`src/hdl/pthc_pkg.sv`:
```
// ----------------------------------------------------------------------------
// Poker-test hand classifier package
// Shared widths, class codes and the control bundle passed to the counter bank.
// ----------------------------------------------------------------------------
package pthc_pkg;

  localparam int COUNT_WIDTH = 16;   // counter width, 8 to 32
  localparam int DIGIT_WIDTH = 4;
  localparam int HAND_SIZE   = 4;
  localparam int CLASS_COUNT = 5;
  localparam int FIELD_WIDTH = 16;   // reported width of each count
  localparam int CLASS_WIDTH = 3;

  localparam int IN_DATA_WIDTH  = DIGIT_WIDTH * HAND_SIZE;
  localparam int OUT_USED_WIDTH = CLASS_WIDTH + CLASS_COUNT * FIELD_WIDTH;
  localparam int OUT_DATA_WIDTH = ((OUT_USED_WIDTH + 7) / 8) * 8;
  localparam int OUT_PAD_WIDTH  = OUT_DATA_WIDTH - OUT_USED_WIDTH;

  typedef logic [DIGIT_WIDTH-1:0] digit_t;
  typedef logic [COUNT_WIDTH-1:0] count_t;
  typedef logic [FIELD_WIDTH-1:0] field_t;

  typedef enum logic [CLASS_WIDTH-1:0] {
    CLASS_ALL_SAME      = 3'd0,
    CLASS_THREE_SAME    = 3'd1,
    CLASS_TWO_PAIRS     = 3'd2,
    CLASS_ONE_PAIR      = 3'd3,
    CLASS_ALL_DIFFERENT = 3'd4
  } hand_class_t;

  // One counted hand: strobe, its class, and whether it closes the run.
  typedef struct packed {
    logic        valid;
    logic        last;
    hand_class_t cls;
  } count_ctl_t;

  // Low FIELD_WIDTH bits of a counter, zero-extended when the counter is narrower.
  function automatic field_t to_field(input count_t c);
    logic [31:0] ext;
    ext = 32'(c);
    return ext[FIELD_WIDTH-1:0];
  endfunction

endpackage

```
`src/hdl/pthc_classify.sv`:
```
// ----------------------------------------------------------------------------
// Hand classifier
// Sorts four digits with a five-exchange network and names the hand's class.
// ----------------------------------------------------------------------------
module pthc_classify (
  input  pthc_pkg::digit_t      digits [pthc_pkg::HAND_SIZE],
  output pthc_pkg::hand_class_t cls
);

  pthc_pkg::digit_t s0 [pthc_pkg::HAND_SIZE];
  pthc_pkg::digit_t s1 [pthc_pkg::HAND_SIZE];
  pthc_pkg::digit_t s2 [pthc_pkg::HAND_SIZE];
  logic e01, e12, e23;

  // Layer 1: (0,1) (2,3); layer 2: (0,2) (1,3); layer 3: (1,2).
  always_comb begin
    s0[0] = (digits[0] > digits[1]) ? digits[1] : digits[0];
    s0[1] = (digits[0] > digits[1]) ? digits[0] : digits[1];
    s0[2] = (digits[2] > digits[3]) ? digits[3] : digits[2];
    s0[3] = (digits[2] > digits[3]) ? digits[2] : digits[3];

    s1[0] = (s0[0] > s0[2]) ? s0[2] : s0[0];
    s1[2] = (s0[0] > s0[2]) ? s0[0] : s0[2];
    s1[1] = (s0[1] > s0[3]) ? s0[3] : s0[1];
    s1[3] = (s0[1] > s0[3]) ? s0[1] : s0[3];

    s2[0] = s1[0];
    s2[3] = s1[3];
    s2[1] = (s1[1] > s1[2]) ? s1[2] : s1[1];
    s2[2] = (s1[1] > s1[2]) ? s1[1] : s1[2];
  end

  assign e01 = (s2[0] == s2[1]);
  assign e12 = (s2[1] == s2[2]);
  assign e23 = (s2[2] == s2[3]);

  always_comb begin
    priority if (e01 && e12 && e23) begin
      cls = pthc_pkg::CLASS_ALL_SAME;
    end else if ((e01 && e12) || (e12 && e23)) begin
      cls = pthc_pkg::CLASS_THREE_SAME;
    end else if (e01 && e23) begin
      cls = pthc_pkg::CLASS_TWO_PAIRS;
    end else if (e01 || e12 || e23) begin
      cls = pthc_pkg::CLASS_ONE_PAIR;
    end else begin
      cls = pthc_pkg::CLASS_ALL_DIFFERENT;
    end
  end

endmodule

```
`src/hdl/pthc_counters.sv`:
```
// ----------------------------------------------------------------------------
// Class counter bank
// Saturating per-class counters; reports post-increment counts, clears on last.
// ----------------------------------------------------------------------------
module pthc_counters (
  input  logic                 clk,
  input  logic                 rst,
  input  pthc_pkg::count_ctl_t ctl,
  output pthc_pkg::field_t     report [pthc_pkg::CLASS_COUNT]
);

  pthc_pkg::count_t cnt      [pthc_pkg::CLASS_COUNT];
  pthc_pkg::count_t cnt_next [pthc_pkg::CLASS_COUNT];

  always_comb begin
    for (int i = 0; i < pthc_pkg::CLASS_COUNT; i++) begin
      cnt_next[i] = cnt[i];
      if (ctl.cls == pthc_pkg::hand_class_t'(i) && cnt[i] != '1) begin
        cnt_next[i] = cnt[i] + pthc_pkg::count_t'(1);
      end
      report[i] = pthc_pkg::to_field(cnt_next[i]);
    end
  end

  always_ff @(posedge clk) begin
    if (rst) begin
      for (int i = 0; i < pthc_pkg::CLASS_COUNT; i++) begin
        cnt[i] <= '0;
      end
    end else if (ctl.valid) begin
      for (int i = 0; i < pthc_pkg::CLASS_COUNT; i++) begin
        cnt[i] <= ctl.last ? '0 : cnt_next[i];
      end
    end
  end

endmodule

```
`src/hdl/poker_test_hand_classifier_unit.sv`:
```
// ----------------------------------------------------------------------------
// Poker-test hand classifier unit
// Classifies four-digit hands and keeps saturating per-class running counts.
// ----------------------------------------------------------------------------
// Stages: input register, then result register.
// Throughput: one hand per cycle while m_axis_tready is high; the stages advance
//   together; while a result stalls, a new beat enters only an empty input register.
// Reset: rst (synchronous, active high) empties both stages and clears all counters.
// ----------------------------------------------------------------------------
module poker_test_hand_classifier_unit (
  input  logic clk,
  input  logic rst,

  input  logic                                 s_axis_tvalid,
  output logic                                 s_axis_tready,
  // digit_a [3:0], digit_b [7:4], digit_c [11:8], digit_d [15:12]
  input  logic [pthc_pkg::IN_DATA_WIDTH-1:0]   s_axis_tdata,
  input  logic                                 s_axis_tlast,   // last_hand

  output logic                                 m_axis_tvalid,
  input  logic                                 m_axis_tready,
  // hand_class [2:0], count_all_same [18:3], count_three_same [34:19],
  // count_two_pairs [50:35], count_one_pair [66:51], count_all_different [82:67],
  // zero pad [87:83]
  output logic [pthc_pkg::OUT_DATA_WIDTH-1:0]  m_axis_tdata,
  output logic                                 m_axis_tlast    // run_done
);

  // Input register stage.
  logic                                 in_valid;
  logic [pthc_pkg::IN_DATA_WIDTH-1:0]   in_data;
  logic                                 in_last;

  // Result register stage.
  logic                                 res_valid;
  logic [pthc_pkg::OUT_DATA_WIDTH-1:0]  res_data;
  logic                                 res_last;

  logic                  res_load;     // input stage moves into the result stage
  logic                  in_free;      // input stage can take a beat
  pthc_pkg::digit_t      digits [pthc_pkg::HAND_SIZE];
  pthc_pkg::hand_class_t cls;
  pthc_pkg::count_ctl_t  ctl;
  pthc_pkg::field_t      report [pthc_pkg::CLASS_COUNT];

  // Load the result stage when the input stage holds a beat and the result stage is empty or draining.
  assign res_load      = in_valid && (!res_valid || m_axis_tready);
  assign in_free       = !in_valid || res_load;
  assign s_axis_tready = in_free;

  always_ff @(posedge clk) begin
    if (rst) begin
      in_valid <= 1'b0;
    end else if (in_free) begin
      in_valid <= s_axis_tvalid;
    end
  end

  // Payload: hold unless a new beat is taken.
  always_ff @(posedge clk) begin
    if (s_axis_tvalid && in_free) begin
      in_data <= s_axis_tdata;
      in_last <= s_axis_tlast;
    end
  end

  always_comb begin
    for (int i = 0; i < pthc_pkg::HAND_SIZE; i++) begin
      digits[i] = in_data[i*pthc_pkg::DIGIT_WIDTH +: pthc_pkg::DIGIT_WIDTH];
    end
  end

  pthc_classify u_classify (
    .digits (digits),
    .cls    (cls)
  );

  // Count a hand exactly once, on the cycle it moves into the result stage.
  assign ctl.valid = res_load;
  assign ctl.last  = in_last;
  assign ctl.cls   = cls;

  pthc_counters u_counters (
    .clk    (clk),
    .rst    (rst),
    .ctl    (ctl),
    .report (report)
  );

  always_ff @(posedge clk) begin
    if (rst) begin
      res_valid <= 1'b0;
    end else if (res_load) begin
      res_valid <= 1'b1;
    end else if (m_axis_tready) begin
      res_valid <= 1'b0;
    end
  end

  always_ff @(posedge clk) begin
    if (res_load) begin
      res_data <= {pthc_pkg::OUT_PAD_WIDTH'(0), report[4], report[3], report[2],
                   report[1], report[0], cls};
      res_last <= in_last;
    end
  end

  assign m_axis_tvalid = res_valid;
  assign m_axis_tdata  = res_data;
  assign m_axis_tlast  = res_last;

endmodule
```
`config.mk`:
```
export PLATFORM = sky130hd
export DESIGN_NAME = poker_test_hand_classifier_unit
export DESIGN_NICKNAME = d
export VERILOG_FILES = /design/src/hdl/pthc_pkg.sv /design/src/hdl/pthc_classify.sv /design/src/hdl/pthc_counters.sv /design/src/hdl/poker_test_hand_classifier_unit.sv
export SDC_FILE = /design/constraint.sdc
export NUM_CORES = 1
export LEC_CHECK = 0
export BUFFER_PORTS_ARGS = -buffer_cell sky130_fd_sc_hd__clkbuf_2
export CORE_UTILIZATION = 30
export CTS_CLUSTER_DIAMETER = 200
export DETAILED_ROUTE_END_ITERATION = 10
export SLEW_MARGIN = 10
export SYNTH_ARGS = -nofsm -noshare
export SYNTH_HDL_FRONTEND = slang
export SYNTH_HIERARCHICAL = 1
export SYNTH_SLANG_ARGS = --single-unit
```
`constraint.sdc`:
```
create_clock -name clk -period 6.9 [get_ports clk]
set_input_delay 0.345 -clock clk [delete_from_list [all_inputs] [get_ports clk]]
set_output_delay 0.345 -clock clk [all_outputs]
set_load 0.05 [all_outputs]
```
### After elaboration in Yosys (flattened, before gate mapping)

Memory sizes are Yosys's and may differ from the RTL's.
Cells that the tools add are included.

* flip-flop bits (word level): 103
* bits in latches: 0
* RAM bits: 80
* bits in read-only memories: 0
* input bits: 21
* output and inout bits: 91
* word-level logic and storage cells: 90
* memories kept: 1

* $add $sub $neg: 5
* multipliers: 0
* div/mod/pow operators: 0
* magnitude comparators: 5
* equality and inequality tests: 12
* shift operators: 0
* multiplexer cells: 36
* bitwise operators: 5
* reductions and logical operators: 20

Memories
* u_counters.cnt: depth 5, bits a word 16, read ports 5, clocked after memory_dff 0, wr ports 5, line pthc_counters.sv:12 `pthc_pkg::count_t cnt [pthc_pkg::CLASS_COUNT];`

Operators by type and width (count)
* $mux 16: 15
* $add 16x1->16 const B: 5
* $ne 16x16->1 const B: 5
* $mux 4: 10
* $gt 4x4->1: 5
* $eq 4x4->1: 3
* $mux 3: 4
* $logic_and 1x1->1: 11
* $mux 1: 7
* $eq 3x2->1 const B: 2
* $logic_or 1x1->1: 5
* $or 1x1->1: 5
* $eq 3x1->1 const B: 1
* $eq 3x3->1 const B: 1
* $logic_not 3->1: 1
* $logic_not 1->1: 2
* $reduce_bool 2->1: 1

### Longest topological paths before layout

Gate-level depths: netlist (run 1).

* word-level depth: 18
* gate-level depth with buffers: 31
* gate-level depth less buffers: 28

### Modules after synthesis

Netlist (run 1), hierarchy kept.

By module, submodules not included
* pthc_counters: instances 1, cells an instance 602, area an instance 5475.3 sq um, sequential area each 2402.3 sq um
* poker_test_hand_classifier_unit: instances 1, cells an instance 117, area an instance 3178.0 sq um, sequential area each 3072.9 sq um
* pthc_classify: instances 1, cells an instance 166, area an instance 1292.5 sq um, sequential area each 0.0 sq um

### Least setup slack after synthesis (run 1)

No wires, ideal clock.

* path type: reg-to-reg
* start point: register in_data[4] in the netlist's numbering
* end point: register res_data (netlist bit m_axis_tdata[44]), data pin
* setup time: 260 ps
* arrival: 6451 ps
* required time: 6640 ps
* setup slack: 189 ps
* cell stages (with the launch flop): 27
* path buffers: 1
* period minus slack after synthesis: 6711 ps
* cell sequence: edfxtp_1 -> ha_1 -> and4_1 -> a211oi_4 -> mux2i_1 -> inv_1 -> ha_1 -> nor2b_1 -> o21ai_0 -> a221oi_2 -> a211oi_1 -> nor2_4 -> inv_1 -> ha_1 -> nand3_1 -> nor2_1 -> o31ai_1 -> nand2_1 -> nor3b_1 -> a221oi_2 -> a32oi_2 -> xor2_1 -> buf_6 -> or3b_2 -> or2_2 -> or4_4 -> xnor2_1

RTL lines
* start: declaration: line poker_test_hand_classifier_unit.sv:31 `logic [pthc_pkg::IN_DATA_WIDTH-1:0] in_data;`
* start signal: assignment: line poker_test_hand_classifier_unit.sv:62 `in_data <= s_axis_tdata;`
* end signal: assignment: line poker_test_hand_classifier_unit.sv:102 `res_data <= {pthc_pkg::OUT_PAD_WIDTH'(0), report[4], report[3], report[2],`
* end: declaration: line poker_test_hand_classifier_unit.sv:36 `logic [pthc_pkg::OUT_DATA_WIDTH-1:0] res_data;`

==> reports/summary.txt, run 1 <==
Synth area leader = edfxtp_1
CP Data Arrival Time = 6.93 ns
Clock Pin Slew Worst Setup and Hold Paths = 0.08 ns
Final period util = 0.9631
Vias in the first global route = 7212
Critical path required time = 7.19 ns
Slew headroom = 0.2367
Crit. End Element = register
Chip Width = 184.1 µm
Die area = 33890 µm²
Placeable Area = 32620 µm²
Pre-Repair DR Iteration Count = 5
Power share of the clock group = 0.281
Setup TNS = 0 ns
Internal power = 2.334 mW
# H-tree levels = 4
Net Sw Frac = 0.3523
Global-route usage over all layers = 0.1399
Synthesized instance count = 885
I/O Buffers = 106
Clock tree from TritonCTS = done
Routing usage on met1 = 0.1798
Post-route setup slack = 0.2548 ns
Total routed wirelength = 23740 µm
Post-Syn Area = 9946 µm²
Status = finished, final reports clean
Post-DRT Antenna Nets = 0
Max Cap Viol = 0
Sequential share of power = 0.385
PnR Total Power = 3.604 mW
Fmax = 0.1505 GHz
Min Tclk post-route = 6.645 ns
Drt drc = 0
Filler Cells Inserted = 3213
Diodes inserted = 0
Starting Density = 0.3049
Die Y = 184.1 µm
Pre-CTS setup slack = -0.04613 ns
Total CTS buffers = 17
Share of post-route cells with drive strength above 1 = 0.2634
Grt ovf = 0
Nets = 1096
Num Clock Sinks = 183
Vias per std cell = 4.978
Unique masters post-synth = 70
Hold crit path type = input pin to register
Met2 Resource Use GR = 0.2324
Psw = 1.270 mW
Final Hold Fails = 0
Initial DRC count = 444
First-pass GRT wire length = 37060 µm
Largest net degree at the start of global routing = 85
Crit path max fanout = 6
Final RePlAce weighted congestion = 0.8827
Main synth FF type = edfxtp_1
# setup viols final = 0
Top-area cell type share of the netlist area = 0.5465
Combinational share of power = 0.334
Antenna violations before repair = 0
DR WL/cell = 15.77 µm
Post-synthesis sequential area ratio = 0.5505
Row cnt = 66
Clk_skew = 0.01304 ns
Number of flops mapped to enable cells by yosys = 181
Avg Cell Area, Syn = 11.24 µm²
Largest cells by area after synthesis = edfxtp_1 55%, nand2_1 4.8%, mux2i_1 3.5%
Pwr Density = 295.0 nW/µm²
IR Drop Worst-Case VDD = 0.0002131 V
Clk buf depth = 2
WS Path Type = register to register
Hold_buf cts = 0
Synthesis-to-layout area growth = 22.83%
Clock latency on the worst-skew pair = 0.44 ns
Fin. max-slew vios = 0
Async SR Flop Fraction = 0
Worst Max-Slew Pin Slew = 1.145 ns
Met3 usage = 0.02655
FF+latch count, synth = 183
DP HPWL = 15840 µm
Leak Pwr = 4.609 nW
CP Launch Type = register
Io pins = 112
DR vias = 7492
Gr busiest metal = met2
Root Buffer = clkbuf_16
Synth warn = 6
[power by group through the flow]
stage | Combinational, mW | Sequential, mW | Clock, mW
2_1_floorplan | 0.612 | 1.53 | 0
3_3_place_gp | 1.05 | 1.41 | 0
3_5_place_dp | 1.06 | 1.41 | 0
4_1_cts | 1.08 | 1.39 | 1.05
5_1_grt | 1.31 | 1.40 | 1.09
6_report | 1.20 | 1.39 | 1.01
[synthesized netlist by cell type, types with 20 or more instances]
master,instances
mux2i_1,35
edfxtp_1,181
nand3_1,22
clkbuf_1,20
ha_1,25
inv_1,23
o21ai_0,33
or3_1,24
nor2_1,27
nand2_1,127
nor3_1,24
or4_1,20
a21oi_1,61
nand4_1,30
xor2_1,29
[worst max-delay path, cell delays in order (launching register included)]
cell and delay, ns:
edfxtp_1 0.36, inv_1 0.05, ha_1 0.33, a211oi_2 0.28, a211oi_4 0.11, buf_6 0.16, buf_4 0.14, a21oi_2 0.17
inv_1 0.06, ha_1 0.33, nor2b_1 0.14, o21ai_0 0.13, a32oi_2 0.23, buf_6 0.19, mux2i_4 0.28, ha_4 0.24
a21oi_1 0.14, nor2b_1 0.08, o31a_2 0.38, buf_4 0.15, o31ai_2 0.35, a32oi_2 0.15, xor2_2 0.25, buf_4 0.18
or3b_4 0.41, or4_4 0.59, or4_4 0.44, a21oi_1 0.15
[registers in the layout, indices dropped and copies added (netlist names)]
register,cells
in_data,16
in_last,1
in_valid,1
m_axis_tdata,83
m_axis_tlast,1
m_axis_tvalid,1
u_counters/cnt,80
[worst paths after layout]
| path | start | to | slack (ns) | depth (start not counted) |
|---|---|---|---|---|
| setup / recovery | in_data[6]$_DFFE_PP_ | u_counters/cnt[0][77]$_SDFFCE_PP0P_ | 0.25 | 27 |
| hold / removal | s_axis_tlast | in_last$_DFFE_PP_ | 0.08 | 1 |
| setup reg to reg | in_data[6]$_DFFE_PP_ | u_counters/cnt[0][77]$_SDFFCE_PP0P_ | 0.25 | 27 |
| hold reg to reg | in_valid$_SDFFE_PP0P_ | m_axis_tvalid$_SDFFE_PP0P_ | 0.50 | 2 |
[stage by stage]
stage | cell area (µm²) | hold WS (ns) | std cells | util
floorplan | 9961 | 0.4074 | 889 | -
global placement | 11260 | 0.4812 | 1454 | 0.3452
detailed placement | 11260 | 0.4903 | 1454 | 0.3452
CTS | 11870 | 0.05545 | 1486 | 0.3639
global route | 12220 | 0.05771 | 1505 | 0.3745
finish | 12220 | 0.08213 | 1505 | 0.3745
[layer usage]
layer	up-vias	share of wire
met3	26	0.032
li1	3714	-
met1	3593	0.46
met4	0	0.022
met2	159	0.48
met5	-	0
[cell type report]
| type | instances | area [µm²] | share of cell area |
|---|---|---|---|
| inverters | 23 | 86.33 | 0.007067 |
| clock inverters | 15 | 176.4 | 0.01444 |
| multi-input cells | 653 | 4463 | 0.3653 |
| repair buffers | 172 | 1037 | 0.08490 |
| flip-flops and latches | 183 | 5475 | 0.4482 |
| clock buffers | 17 | 425.4 | 0.03482 |
| well taps | 442 | 553.0 | 0.04527 |
[layout by cell type (no fill, tap or decap), types with 6 or more instances in the layout]
master / Yosys / routed
and3_1: 9 / 9
o21bai_1: 10 / 10
xor2_1: 29 / 28
nor4_1: 18 / 16
nor3_1: 24 / 24
edfxtp_1: 181 / 181
clkbuf_2: 2 / 106
a21oi_2: 4 / 7
xnor2_1: 12 / 12
nor2_1: 27 / 26
nand2_1: 127 / 126
ha_1: 25 / 24
o21ai_0: 33 / 32
or3_1: 24 / 24
o31ai_1: 17 / 17
or4_1: 20 / 18
and2_1: 6 / 6
buf_4: 5 / 63
mux2i_1: 35 / 29
inv_1: 23 / 22
or2_2: 9 / 7
nor3b_1: 7 / 6
nand4_1: 30 / 30
nand2b_1: 17 / 17
mux2i_4: 0 / 6
and4_1: 10 / 10
nand3_1: 22 / 22
clkbuf_16: 0 / 17
a21oi_1: 61 / 57
[what timing repair did]
action / 4_1_cts / 5_1_grt
cloned: 0 / 0
setup buffers: 0 / 19
gates resized for setup: 1 / 42
setup endpoints to repair: 7 / 116
pin swaps: 0 / 7
[logic make-up (layout without fill, tap and decap cells)]
group                      count (synthesis)  after routing  share of synthesized area
AOI/OAI and AO/OA                        162            162                     0.1087
xor gates and xnor gates                  41             41                    0.03610
adders and majority gates                 25             25                    0.03145
buffers and inverters                     53            227                    0.02390
DFF                                      183            183                     0.5505
muxes                                     39             39                    0.04000
other                                      1              5                  0.0003770
and+or+nand+nor                          381            381                     0.2090
(Power assumes the default switching activity.)
==> inputs of run 2 (changes only) <==
--- a/config.mk
+++ b/config.mk
@@ -6,6 +6,7 @@
 export NUM_CORES = 1
 export LEC_CHECK = 0
 export BUFFER_PORTS_ARGS = -buffer_cell sky130_fd_sc_hd__clkbuf_2
+export CORE_ASPECT_RATIO = 1.2
 export CORE_UTILIZATION = 30
 export CTS_CLUSTER_DIAMETER = 200
 export DETAILED_ROUTE_END_ITERATION = 10
==> run 2 against run 1 <==
Compared with the run above: clock skew down 0.0026 ns; global-route usage up 0.17 points; hold slack worse by 0.017 ns; critical path type unchanged; largest power group unchanged.
==> reports/summary.txt, run 2 (synthesis results as in run 1) <==
Buffers & Inverters on Critical Path = 8
Multi-input logic area = 4579 µm²
WS Path Type = register to register
Fin util = 0.3787
Worst Max-Slew Pin Slew = 1.298 ns
Pwr Density = 296.9 nW/µm²
Met2 Resource Use GR = 0.2427
Most common cell after layout, fill and taps aside = edfxtp_1
Max incr delay on CP = 0.47 ns
Vias in the first global route = 7262
Clock Pin Slew Worst Setup and Hold Paths = 0.07 ns
Synthesis-to-layout area growth = 23.50%
Post-DRT Antenna Nets = 0
Min Tclk post-route = 6.658 ns
Status = finished, final reports clean
Diodes inserted = 0
Chip Width = 168.2 µm
CP Data Arrival Time = 6.83 ns
Root Buffer = clkbuf_16
IR Drop Worst-Case VDD = 0.0002276 V
Routing usage on met1 = 0.1755
Critical-path top delay cell = edfxtp_1
Max Cap Viol = 0
Clock latency on the worst-skew pair = 0.45 ns
Total CTS buffers = 17
Nets = 1098
I/O Buffers = 106
Pre-Repair DR Iteration Count = 5
DP HPWL = 16160 µm
Slew headroom = 0.1273
Final period util = 0.9650
Filler Cells Inserted = 3165
Placeable Area = 32430 µm²
Die area = 33890 µm²
Share of post-route cells with drive strength above 1 = 0.2808
# setup viols final = 0
Gr busiest metal = met2
Antenna violations before repair = 0
Crit. End Element = register
# H-tree levels = 4
Clk_skew = 0.01047 ns
Grt ovf = 0
Total routed wirelength = 24060 µm
Initial DRC count = 378
Most frequent cells in the layout = 181 x edfxtp_1, 126 x nand2_1, 106 x clkbuf_2
Hold crit path type = input pin to register
Num Clock Sinks = 183
Clk buf depth = 2
Io pins = 112
Family with the most delay on the worst path = compound AO/OA/AOI/OAI gates
Final Hold Fails = 0
Crit path max fanout = 6
Global-route usage over all layers = 0.1416
PnR Total Power = 3.647 mW
First-pass GRT wire length = 37350 µm
Drt drc = 0
Hold_buf cts = 0
Leak Pwr = 4.599 nW
DR vias = 7550
Fin. max-slew vios = 0
Met3 usage = 0.02891
DR WL/cell = 16.35 µm
Starting Density = 0.3067
Clock tree from TritonCTS = done
Die Y = 201.5 µm
Sequential cell area = 5475 µm²
Final RePlAce weighted congestion = 0.8741
Vias per std cell = 5.129
Largest register FFs = 83
Row cnt = 72
Critical path required time = 7.07 ns
Fmax = 0.1502 GHz
CP Launch Type = register
Largest net degree at the start of global routing = 62
Worst path most repeated cell = buf_4
## run 2: cell types whose count changed in the layout (fill, tap and decap cells not counted), sizes merged
| cell | previous run | this run |
|---|---|---|
| clkinvlp | 1 | 5 |
| clkinv | 4 | 1 |
| bufinv | 1 | 0 |
| buf | 66 | 68 |
## run 2: cell type report
class                           count  share of cell area
Inverter                           23            0.007029
Multi-Input combinational cell    653              0.3728
Tap cell                          407             0.04146
Timing Repair Buffer              174             0.08730
Clock buffer                       17             0.03463
Sequential cell                   183              0.4458
Clock inverter                     15             0.01100
## run 2: per-layer routing
layer  vias up  wire length (µm)
li1       3714                 -
met1      3645             10740
met2       170             12070
met3        21               905
met4         0               344
met5         -                 0
## run 2: path summary, 6_finish.rpt
check                        from  slack, ns  depth (start not counted)                                  end
max          in_data[6]$_DFFE_PP_       0.24                         29  u_counters/cnt[0][77]$_SDFFCE_PP0P_
min              s_axis_tdata[13]       0.07                          1                in_data[13]$_DFFE_PP_
max reg2reg  in_data[6]$_DFFE_PP_       0.24                         29  u_counters/cnt[0][77]$_SDFFCE_PP0P_
min reg2reg     in_last$_DFFE_PP_       0.51                          0               m_axis_tlast$_DFFE_PP_
## run 2: stage by stage
step	cell area (µm²)	instances	hold slack (ns)	TNS, ns	setup WS [ns]
2_1_floorplan	9961	889	0.4074	0	0.1888
3_5_place_dp	11250	1422	0.4904	-2.049	-0.1537
3_3_place_gp	11250	1422	0.4865	0	0.07001
6_report	12280	1472	0.06558	0	0.2416
5_1_grt	12280	1472	0.04368	-0.8298	-0.08214
4_1_cts	11840	1456	0.03036	0	0.000001776
## run 2: power breakdown
group | internal [mW] | switching (mW) | total (mW)
sequential | 1.33 | 0.0609 | 1.39
combinational | 0.554 | 0.750 | 1.30
clock | 0.476 | 0.477 | 0.953
total | 2.36 | 1.29 | 3.65
## run 2: what timing repair did
action / in CTS / in global routing
resized for setup: 1 / 68
cloned: 0 / 0
pin swaps: 2 / 17
buffers inserted: 2 / 16
endpoints found under the setup margin: 43 / 86
